==> src/rtl/core/datagram_reorder_buffer_top_assert.svh <==
// assertion macros shared by the reorder buffer modules
`ifndef DATAGRAM_REORDER_BUFFER_TOP_ASSERT_SVH
`define DATAGRAM_REORDER_BUFFER_TOP_ASSERT_SVH

// same-cycle implication, disabled while in reset
`define DRB_ASSERT_NOW(lbl, clk, rstn, ante, cons, msg) \
    lbl: assert property (@(posedge clk) disable iff (!(rstn)) (ante) |-> (cons)) \
        else $error(msg);

// next-cycle implication, disabled while in reset
`define DRB_ASSERT_NEXT(lbl, clk, rstn, ante, cons, msg) \
    lbl: assert property (@(posedge clk) disable iff (!(rstn)) (ante) |=> (cons)) \
        else $error(msg);

`endif

==> src/rtl/core/drb_pkg.sv <==
// shared constants and controller/datapath interface types of the reorder buffer
`default_nettype none

package drb_pkg;

    localparam int WINDOW_DEF = 64;
    localparam int SEQ_W      = 16;
    localparam int PAY_W      = 32;
    localparam int BATCH_W    = 16;
    localparam int TDATA_W    = SEQ_W + PAY_W;

    localparam logic [BATCH_W-1:0] BATCH_RST = BATCH_W'(1);

    // commands from the controller to the datapath
    typedef struct packed {
        logic clear_step;
        logic in_load;
        logic insert;
        logic read_head;
        logic take;
        logic emit_drop;
        logic emit_mid;
        logic emit_last;
    } cmd_t;

    // status from the datapath to the controller
    typedef struct packed {
        logic clear_done;
        logic in_window;
        logic batch_done;
        logic head_valid;
        logic hold_full;
        logic out_free;
    } status_t;

endpackage

`default_nettype wire

==> src/rtl/core/datagram_reorder_buffer_top.sv <==
// Reorder buffer top level: datagrams are placed by sequence number and released in order.
// An in-window beat is written to the slot memories in the cycle after it is taken; a drop beat
// passes the input register and then the output register, and waits while that one is held.
// A new input beat is taken only once the last one is done; a release walks the slots in turn
// through the registered read of the slot memories and stalls input until the run ends.
// Reset: synchronous active-low; then a clearing pass over every slot of the valid store.
`default_nettype none

module datagram_reorder_buffer_top #(
    parameter int WINDOW = drb_pkg::WINDOW_DEF
) (
    input  wire logic                        aclk,
    input  wire logic                        aresetn,
    // configuration: batch_size
    input  wire logic                        cfg_we,
    input  wire logic [drb_pkg::BATCH_W-1:0] cfg_wdata,
    // input channel
    input  wire logic                        s_tvalid,
    output logic                             s_tready,
    input  wire logic [drb_pkg::TDATA_W-1:0] s_tdata,   // seq_number[15:0], payload[47:16]
    // result channel
    output logic                             m_tvalid,
    input  wire logic                        m_tready,
    output logic [drb_pkg::TDATA_W-1:0]      m_tdata,   // out_seq[15:0], out_payload[47:16]
    output logic                             m_tlast,   // run_last
    output logic                             m_tuser    // dropped
);

    drb_pkg::cmd_t    cmd;
    drb_pkg::status_t status;

    drb_ctrl u_ctrl (
        .aclk     (aclk),
        .aresetn  (aresetn),
        .s_tvalid (s_tvalid),
        .s_tready (s_tready),
        .status   (status),
        .cmd      (cmd)
    );

    drb_datapath #(
        .WINDOW (WINDOW)
    ) u_datapath (
        .aclk      (aclk),
        .aresetn   (aresetn),
        .cfg_we    (cfg_we),
        .cfg_wdata (cfg_wdata),
        .s_tdata   (s_tdata),
        .cmd       (cmd),
        .status    (status),
        .m_tvalid  (m_tvalid),
        .m_tready  (m_tready),
        .m_tdata   (m_tdata),
        .m_tlast   (m_tlast),
        .m_tuser   (m_tuser)
    );

endmodule

`default_nettype wire

==> src/rtl/core/drb_datapath.sv <==
// reorder buffer datapath: slot memories, sequence tracking, hold and output registers
`default_nettype none

module drb_datapath #(
    parameter int WINDOW = drb_pkg::WINDOW_DEF
) (
    input  wire logic                        aclk,
    input  wire logic                        aresetn,
    input  wire logic                        cfg_we,
    input  wire logic [drb_pkg::BATCH_W-1:0] cfg_wdata,
    input  wire logic [drb_pkg::TDATA_W-1:0] s_tdata,
    input  wire drb_pkg::cmd_t               cmd,
    output drb_pkg::status_t                 status,
    output logic                             m_tvalid,
    input  wire logic                        m_tready,
    output logic [drb_pkg::TDATA_W-1:0]      m_tdata,
    output logic                             m_tlast,
    output logic                             m_tuser
);

    localparam int SEQ_W   = drb_pkg::SEQ_W;
    localparam int PAY_W   = drb_pkg::PAY_W;
    localparam int BATCH_W = drb_pkg::BATCH_W;
    localparam int SLOT_W  = $clog2(WINDOW);

    localparam logic [SLOT_W:0]   WIN_EXT   = (SLOT_W + 1)'(WINDOW);
    localparam logic [SLOT_W-1:0] SLOT_LAST = SLOT_W'(WINDOW - 1);
    localparam logic [SEQ_W-1:0]  WIN_SEQ   = SEQ_W'(WINDOW);
    localparam logic [SEQ_W-1:0]  SEQ_LAST  = '1;

    // slot memories
    logic [PAY_W-1:0] pay_mem [WINDOW];
    logic             vld_mem [WINDOW];

    logic [BATCH_W-1:0] batch_reg, batch_next;
    logic [BATCH_W-1:0] cnt_reg, cnt_next;
    logic [SEQ_W-1:0]   expected_reg, expected_next;
    logic [SLOT_W-1:0]  head_reg, head_next;
    logic [SLOT_W-1:0]  clr_reg, clr_next;
    logic               hold_valid_reg, hold_valid_next;
    logic               m_valid_reg, m_valid_next;

    logic [SEQ_W-1:0]   in_seq_reg;
    logic [PAY_W-1:0]   in_pay_reg;
    logic               rd_valid_reg;
    logic [PAY_W-1:0]   rd_pay_reg;
    logic [SEQ_W-1:0]   hold_seq_reg;
    logic [PAY_W-1:0]   hold_pay_reg;
    logic [SEQ_W-1:0]   m_seq_reg;
    logic [PAY_W-1:0]   m_pay_reg;
    logic               m_last_reg;
    logic               m_drop_reg;

    logic [SEQ_W-1:0]   seq_dist;
    logic               in_window;
    logic               wrapped;
    logic [SLOT_W:0]    slot_sum;
    logic [SLOT_W-1:0]  ins_slot;
    logic [BATCH_W-1:0] cnt_inc;
    logic               batch_done;
    logic               out_free;
    logic               vld_we;
    logic [SLOT_W-1:0]  vld_addr;
    logic               vld_wd;

    // window test and slot of the held arrival
    always_comb begin
        seq_dist  = in_seq_reg - expected_reg;
        in_window = seq_dist < WIN_SEQ;
        wrapped   = in_seq_reg < expected_reg;
        slot_sum  = {1'b0, head_reg} + {1'b0, seq_dist[SLOT_W-1:0]};
        if (wrapped) begin
            // seq passed the 16-bit wrap, so it is below the window size
            ins_slot = in_seq_reg[SLOT_W-1:0];
        end else if (slot_sum >= WIN_EXT) begin
            ins_slot = SLOT_W'(slot_sum - WIN_EXT);
        end else begin
            ins_slot = slot_sum[SLOT_W-1:0];
        end
    end

    // batch counter compare
    assign cnt_inc    = cnt_reg + BATCH_W'(1);
    assign batch_done = !(cnt_inc < batch_reg);
    assign out_free   = !m_valid_reg || m_tready;

    // valid store write port: clearing pass, insert, or release
    always_comb begin
        vld_we   = cmd.clear_step || cmd.insert || cmd.take;
        vld_addr = head_reg;
        vld_wd   = 1'b0;
        if (cmd.clear_step) begin
            vld_addr = clr_reg;
        end else if (cmd.insert) begin
            vld_addr = ins_slot;
            vld_wd   = 1'b1;
        end
    end

    // valid store
    always_ff @(posedge aclk) begin
        if (vld_we) begin
            vld_mem[vld_addr] <= vld_wd;
        end
        if (cmd.read_head) begin
            rd_valid_reg <= vld_mem[head_reg];
        end
    end

    // payload store
    always_ff @(posedge aclk) begin
        if (cmd.insert) begin
            pay_mem[ins_slot] <= in_pay_reg;
        end
        if (cmd.read_head) begin
            rd_pay_reg <= pay_mem[head_reg];
        end
    end

    // next state of control registers
    always_comb begin
        batch_next      = cfg_we ? cfg_wdata : batch_reg;
        cnt_next        = cnt_reg;
        expected_next   = expected_reg;
        head_next       = head_reg;
        clr_next        = clr_reg;
        hold_valid_next = hold_valid_reg;
        m_valid_next    = m_valid_reg;

        if (cmd.clear_step) begin
            clr_next = clr_reg + SLOT_W'(1);
        end
        if (cmd.insert) begin
            cnt_next = batch_done ? '0 : cnt_inc;
        end
        if (cmd.take) begin
            expected_next = expected_reg + SEQ_W'(1);
            if (expected_reg == SEQ_LAST || head_reg == SLOT_LAST) begin
                head_next = '0;
            end else begin
                head_next = head_reg + SLOT_W'(1);
            end
        end
        if (cmd.emit_mid || cmd.emit_last) begin
            hold_valid_next = 1'b0;
        end
        if (cmd.take) begin
            hold_valid_next = 1'b1;
        end
        if (m_tready) begin
            m_valid_next = 1'b0;
        end
        if (cmd.emit_drop || cmd.emit_mid || cmd.emit_last) begin
            m_valid_next = 1'b1;
        end
    end

    // control registers
    always_ff @(posedge aclk) begin
        if (!aresetn) begin
            batch_reg      <= drb_pkg::BATCH_RST;
            cnt_reg        <= '0;
            expected_reg   <= '0;
            head_reg       <= '0;
            clr_reg        <= '0;
            hold_valid_reg <= 1'b0;
            m_valid_reg    <= 1'b0;
        end else begin
            batch_reg      <= batch_next;
            cnt_reg        <= cnt_next;
            expected_reg   <= expected_next;
            head_reg       <= head_next;
            clr_reg        <= clr_next;
            hold_valid_reg <= hold_valid_next;
            m_valid_reg    <= m_valid_next;
        end
    end

    // input, hold and output payload registers
    always_ff @(posedge aclk) begin
        if (cmd.in_load) begin
            in_seq_reg <= s_tdata[SEQ_W-1:0];
            in_pay_reg <= s_tdata[SEQ_W +: PAY_W];
        end
        if (cmd.take) begin
            hold_seq_reg <= expected_reg;
            hold_pay_reg <= rd_pay_reg;
        end
        if (cmd.emit_drop) begin
            m_seq_reg  <= in_seq_reg;
            m_pay_reg  <= '0;
            m_last_reg <= 1'b0;
            m_drop_reg <= 1'b1;
        end else if (cmd.emit_mid || cmd.emit_last) begin
            m_seq_reg  <= hold_seq_reg;
            m_pay_reg  <= hold_pay_reg;
            m_last_reg <= cmd.emit_last;
            m_drop_reg <= 1'b0;
        end
    end

    // status and output port
    always_comb begin
        status.clear_done = clr_reg == SLOT_LAST;
        status.in_window  = in_window;
        status.batch_done = batch_done;
        status.head_valid = rd_valid_reg;
        status.hold_full  = hold_valid_reg;
        status.out_free   = out_free;
    end

    assign m_tvalid = m_valid_reg;
    assign m_tdata  = {m_pay_reg, m_seq_reg};
    assign m_tlast  = m_last_reg;
    assign m_tuser  = m_drop_reg;

    `include "datagram_reorder_buffer_top_assert.svh"

    `DRB_ASSERT_NEXT(a_take_advances, aclk, aresetn, cmd.take,
        expected_reg == SEQ_W'($past(expected_reg) + SEQ_W'(1)),
        "expected sequence did not advance on release")
    `DRB_ASSERT_NOW(a_head_in_range, aclk, aresetn, 1'b1, head_reg <= SLOT_LAST,
        "head slot beyond window")
    `DRB_ASSERT_NEXT(a_drop_beat, aclk, aresetn, cmd.emit_drop,
        m_tvalid && m_tuser && !m_tlast, "drop beat not presented")

endmodule

`default_nettype wire

==> src/rtl/core/drb_ctrl.sv <==
// reorder buffer controller: clearing pass, insert/drop decision and release walk
`default_nettype none

module drb_ctrl (
    input  wire logic             aclk,
    input  wire logic             aresetn,
    input  wire logic             s_tvalid,
    output logic                  s_tready,
    input  wire drb_pkg::status_t status,
    output drb_pkg::cmd_t         cmd
);

    typedef enum logic [4:0] {
        ST_CLEAR = 5'b00001,
        ST_IDLE  = 5'b00010,
        ST_EVAL  = 5'b00100,
        ST_READ  = 5'b01000,
        ST_CHECK = 5'b10000
    } state_t;

    state_t state_reg, state_next;

    // next state and commands
    always_comb begin
        state_next = state_reg;
        cmd        = '0;
        s_tready   = 1'b0;
        case (state_reg)
            ST_CLEAR: begin
                cmd.clear_step = 1'b1;
                if (status.clear_done) begin
                    state_next = ST_IDLE;
                end
            end
            ST_IDLE: begin
                s_tready    = 1'b1;
                cmd.in_load = s_tvalid;
                if (s_tvalid) begin
                    state_next = ST_EVAL;
                end
            end
            ST_EVAL: begin
                if (!status.in_window) begin
                    if (status.out_free) begin
                        cmd.emit_drop = 1'b1;
                        state_next    = ST_IDLE;
                    end
                end else begin
                    cmd.insert = 1'b1;
                    state_next = status.batch_done ? ST_READ : ST_IDLE;
                end
            end
            ST_READ: begin
                cmd.read_head = 1'b1;
                state_next    = ST_CHECK;
            end
            ST_CHECK: begin
                if (status.head_valid) begin
                    if (!status.hold_full) begin
                        cmd.take   = 1'b1;
                        state_next = ST_READ;
                    end else if (status.out_free) begin
                        cmd.emit_mid = 1'b1;
                        cmd.take     = 1'b1;
                        state_next   = ST_READ;
                    end
                end else if (status.hold_full) begin
                    if (status.out_free) begin
                        cmd.emit_last = 1'b1;
                        state_next    = ST_IDLE;
                    end
                end else begin
                    state_next = ST_IDLE;
                end
            end
            default: begin
                state_next = ST_CLEAR;
            end
        endcase
    end

    // state register
    always_ff @(posedge aclk) begin
        if (!aresetn) begin
            state_reg <= ST_CLEAR;
        end else begin
            state_reg <= state_next;
        end
    end

    `include "datagram_reorder_buffer_top_assert.svh"

    `DRB_ASSERT_NOW(a_emit_needs_room, aclk, aresetn, cmd.emit_drop || cmd.emit_mid || cmd.emit_last, status.out_free, "beat loaded while output register busy")
    `DRB_ASSERT_NOW(a_take_needs_valid, aclk, aresetn, cmd.take, status.head_valid && state_reg == ST_CHECK, "release of an empty slot")
    `DRB_ASSERT_NOW(a_insert_in_window, aclk, aresetn, cmd.insert, status.in_window && !cmd.emit_drop, "insert of a number outside the window")

endmodule

`default_nettype wire

==> config.mk <==
export PLATFORM = sky130hd
export DESIGN_NAME = datagram_reorder_buffer_top
export DESIGN_NICKNAME = d
export VERILOG_FILES = /design/src/rtl/core/drb_pkg.sv /design/src/rtl/core/datagram_reorder_buffer_top.sv /design/src/rtl/core/drb_datapath.sv /design/src/rtl/core/drb_ctrl.sv
export VERILOG_INCLUDE_DIRS = /design/src /design/src/rtl/core
export SDC_FILE = /design/constraint.sdc
export NUM_CORES = 2
export LEC_CHECK = 0
export BUFFER_PORTS_ARGS = -buffer_cell sky130_fd_sc_hd__buf_2
export CORE_ASPECT_RATIO = 2
export CORE_UTILIZATION = 63
export DETAILED_ROUTE_END_ITERATION = 12
export PLACE_DENSITY = 0.8
export SYNTH_ARGS = -nofsm -noshare
export SYNTH_HDL_FRONTEND = slang
export SYNTH_HIERARCHICAL = 1
export SYNTH_SLANG_ARGS = --single-unit
==> constraint.sdc <==
create_clock -name aclk -period 7.02 [get_ports aclk]
set_input_delay 1.053 -clock aclk [delete_from_list [all_inputs] [get_ports aclk]]
set_output_delay 1.053 -clock aclk [all_outputs]
set_load 0.05 [all_outputs]
* Word level (Yosys, flattened, before mapping)
Memory sizes are Yosys's and may differ from the RTL's. A register that Yosys moved wholly into a read port is not among the register bits.
Cells that the tools add are included.
** Word-level totals
- Register bits after elaboration :: 213
- Memory bits (writable) :: 2112
- Bits of input ports :: 69
- Output and inout port bits :: 52
- Memories :: 2
** Cells by class
- Add/subtract/negate cells :: 7
- Order comparisons :: 4
- Equal/unequal tests :: 11
- Muxes and demuxes :: 43
- Reduce and logical (&&, ||, !) cells :: 12
** Memories
- u_datapath.pay_mem :: words 64, width 32, rd ports 1, clocked after memory_dff 1, wr ports 1, line drb_datapath.sv:32 : logic [PAY_W-1:0] pay_mem [WINDOW];
- u_datapath.vld_mem :: words 64, width 1, rd ports 1, clocked after memory_dff 1, wr ports 1, line drb_datapath.sv:33 : logic vld_mem [WINDOW];
** Operators with widths (count)
- $mux 16 :: 3
- $mux 5 :: 8
- $add 16x1->16 const B :: 2
- $lt 16x16->1 :: 2
- $mux 6 :: 5
- $pmux 5 s5 :: 1
- $mux 1 :: 24
- $eq 16x16->1 const B :: 1
- $lt 16x7->1 const B :: 1
- $sub 16x16->16 :: 1
- $add 6x1->6 const B :: 2
- $eq 6x6->1 const B :: 2
- $add 6x6->7 :: 1
- $ge 7x7->1 const B :: 1
- $logic_or 1x1->1 :: 7
- $reduce_bool 2->1 :: 3
- $sub 6x1->6 const B :: 1
- $eq 5x1->1 const B :: 1
- $eq 5x2->1 const B :: 1
- $eq 5x3->1 const B :: 1
- $eq 5x4->1 const B :: 1
- $eq 5x5->1 const B :: 1
- $mux 4 :: 1
- $ne 2x2->1 const B :: 2
- other kinds (4) :: 4

* Longest topological paths before layout
- Depth in word-level cells :: 9
- Gate-level depth with buffers :: 23
- Mapped depth without buffers :: 20

* Modules after synthesis
Netlist, hierarchy kept.
** By module, submodules not included
- drb_datapath :: instances 1, cells an instance 4001, area each 91206.2 sq um, seq. area each 69696.8 sq um
- drb_ctrl :: instances 1, cells an instance 52, area each 424.2 sq um, seq. area each 100.1 sq um

* Worst setup path after synthesis
No wires, ideal clock.
- Path type :: input -> register
- Start point :: in m_tready
- End point :: mem u_datapath.vld_mem[42] (enable)
- Arrival time :: 5.519 ns
- Data required time :: 6.712 ns
- Slack :: 1.193 ns
- Stages on the path :: 8
- Path buffers :: 2
- Path through :: nand2b_1 -> buf_4 -> inv_1 -> a21oi_1 -> nor4b_1 -> o22ai_4 -> buf_6 -> nor3_2
** RTL lines
- from (decl) :: line datagram_reorder_buffer_top.sv:23 : input wire logic m_tready,
- to (decl) :: line drb_datapath.sv:33

==> results.toml <==
[run_status]
run_status = "complete, no violations"

[floorplan]
placementRows = 197
initial_utilization_pct = 63.5
die-width_microns = 272
core-area_sq_mm = 0.144
die_area_sq_mm = 0.147
number_of_top_level_design_ports = 121
chipHeight_microns = 541

[layout]
synthToLayoutAreaGrowth_pct = 10.7
drive_above_1_share_pct = 31.7
largest_register = "u_datapath/pay_mem"
layout.nets = 4392
reg.largest.list = "u_datapath/pay_mem: 2048 flops, u_datapath/vld_mem: 64 flops"
finalNonFillerCells = 6323
largest_reg_flops = 2048

[power_and_ir_drop]
power-per-cell-area_mw_per_mm2 = 260
ir_drop_v = 0.000320
power.total_mw = 26.3
power.static_leakage_nw = 30.4

[cts]
cts_setup_buffers = 0
clock_insertion_delay_worst_skew_ns = 0.84
cts_hold_buf = 0
cts_inserted_buffers = 190
clock_tree_root_buffer_cell = "clkbuf_16"
clkTransAtPathRegs_ns = 0.07
cts_max_level = 4
cts_sinks = 2358
cts_tree = "built"
cts_resized = 0
worst_case_clock_buffer_depth = 4

[timing]
report.final.setup_viol = 0
grt_setup_unrepaired = "false"
layout_worst_path_cycle_share_pct = 96.5
totalNegativeSetupSlack_ns = 0
pins_over_slew_limit = 0
fin_ws_ns = 0.246
final.min_clock_period_ns = 6.77
worst_clock_skew_ns = 0.0527
slew-limit-headroom_pct = 6.33
worstMarginPinSlew_ns = 1.40
final_hold_viol_count = 0
max_freq_ghz = 0.148

[routing]
final_antenna_net_count = 0
dr_total_vias = 46000
detail_route.drc_violations = 0
drt_first_iter_violations = 6291
post_drt_wl_per_cell_microns = 38.6
drt_pass1_iterations = 5
route.detailed.vias_per_inst = 7.28
detail_route.wirelength_microns = 244000

[synth]
ys_seq_area_share_pct = 76.2
synth-edff-count = 2257
ys_ff_latch = 2358
netlist_top_cells_count = "edfxtp_1 (2257), mux4_2 (693), clkbuf_1 (118)"
synthesis.area_sq_mm = 0.0916
synth_area_leader_cell = "edfxtp_1"
yosys_warnings = 6
synthTopCellsByArea = "edfxtp_1 (74%), mux4_2 (17%), dfxtp_1 (2.2%)"
async_flop_share_pct = 0
post-synth-top-count-cell = "edfxtp_1"
synthCells = 4053
synth.net_count = 4164
mean_post_synth_cell_area_sq_um = 22.6
synth_ff_type = "edfxtp_1"
post_synth_num_cell_types = 82
synth_top_area_share_pct = 74.0

[setup_path]
worst-setup-path-type = "register to register"
worst-r2r-setup-slack_ns = 0.25
setup.worst_path.start = "u_datapath/in_seq_reg[3]"
reg2regPathDepth = 14
crit-reg2reg-capture = "u_datapath/pay_mem[5][6]"
critical_path.endpoint_type = "register"
worst_r2r_startpoint = "u_datapath/in_seq_reg[3]"
worst-endpoint-required_ns = 7.50
critPathArrivalTime_ns = 7.26
worstSetupStartpointType = "register"
cp_max_fo = 18

[global_routing]
grt_first_pass_wirelength_microns = 347000
pin_count_of_the_biggest_net_entering_global_routing = 157
first_global_vias = 47200
antenna_found_initial = 18
grt_remaining_overflow = 0
all_layer_global_routing_usage_pct = 33.8

[hold_path]
holdPathEnd = "u_datapath/in_pay_reg[27]"
worst_hold_path_type = "input pin to register"
worst_hold_startpoint = "s_tdata[43]"
worst_hold_path.num_cells = 1

[place]
port_buffers = 120
place_worst_setup_slack_ns = 0.560
cells_after_dpl = 5978
place_congestion = 0.954
detailedPlacementHpwl_microns = 137000

[run]
maxCapViolations = 0
## final cells by class
class | count | area, sq um
flip-flops and latches | 2358 | 69800
fillers | 7593 | 42700
multi-input cells | 1435 | 21200
clock buffers | 208 | 4900
well taps | 1890 | 2360
repair buffers | 247 | 1640
clock inverters | 129 | 1360
inverters | 49 | 184
diodes | 7 | 17.5
## cells in the final DEF, fill, tap and decap left out, drive strengths merged, types with 10 or more instances in the layout
cell type and count:
xnor2 40, mux2i 20, o21ai 24, nand3 32, o21a 10, nor2b 26
nand2 110, nand4 11, bufinv 25, inv 57, mux2 16, ha 40
nor3 80, a21o 14, nor2 94, buf 247, and3 14, a22o 12
mux4 693, clkbuf 208, or3 12, and2 19, edfxtp 2257, nand2b 16
a21oi 62, dfxtp 101, clkinvlp 16, clkinv 80
## worst max-delay path by stage
stage / endpoint / depth (start not counted)
detailed placement: u_datapath/pay_mem[7][19] / 14
global placement: u_datapath/pay_mem[4][12] / 17
global route: u_datapath/pay_mem[5][6] / 14
floorplan: u_datapath/vld_mem[42] / 8
CTS: u_datapath/pay_mem[14][24] / 14
finish: u_datapath/pay_mem[5][6] / 14
## where the power goes
part | internal, mW | switching (mW) | leakage [nW]
combinational | 0.0396 | 0.0669 | 6.35
clock | 5.99 | 5.08 | 3.05
sequential | 15.2 | 0.00593 | 21.0
## kinds of logic after synthesis
group	Yosys count	synth area share (%)
AO/OA/AOI/OAI	168	1.31
XOR/XNOR	49	0.468
adder cells (fa/ha/maj)	42	0.590
buffers and inverters	260	1.28
flip-flops	2358	76.2
multiplexers	729	17.4
AND/OR/NAND/NOR	447	2.73
## through the flow
step	instance area, sq um	utilization (%)	hold WS [ns]
after floorplan	91600	-	0.400
after global placement	95200	66.0	0.403
after detailed placement	95200	66.0	0.412
after CTS	101000	70.3	0.373
after global routing	101000	70.4	0.401
final	101000	70.4	0.401
## routing by layer
layer | routed length, microns | part of all wire [%] | up-vias | global-route usage [%]
li1 | - | - | 17500 | -
met1 | 74400 | 30 | 24000 | 38.3
met2 | 132000 | 54 | 3673 | 60.0
met4 | 16700 | 6.9 | 14 | 19.7
met5 | 87 | 0.036 | - | 0
met3 | 21400 | 8.8 | 859 | 5.80
## worst max-delay path: stages (launching register included)
cell,delay (ns)
edfxtp_1,0.54
ha_1,0.41
a21o_2,0.22
a21oi_1,0.29
a32oi_1,0.20
a221oi_1,0.42
o21bai_1,0.14
o21ai_0,0.27
xnor2_1,0.12
nor3_1,0.27
buf_4,0.22
and3_1,0.73
nand3_1,1.02
nor2_4,1.13
buf_4,0.45
Note: power is estimated with default switching activity, not from simulation.
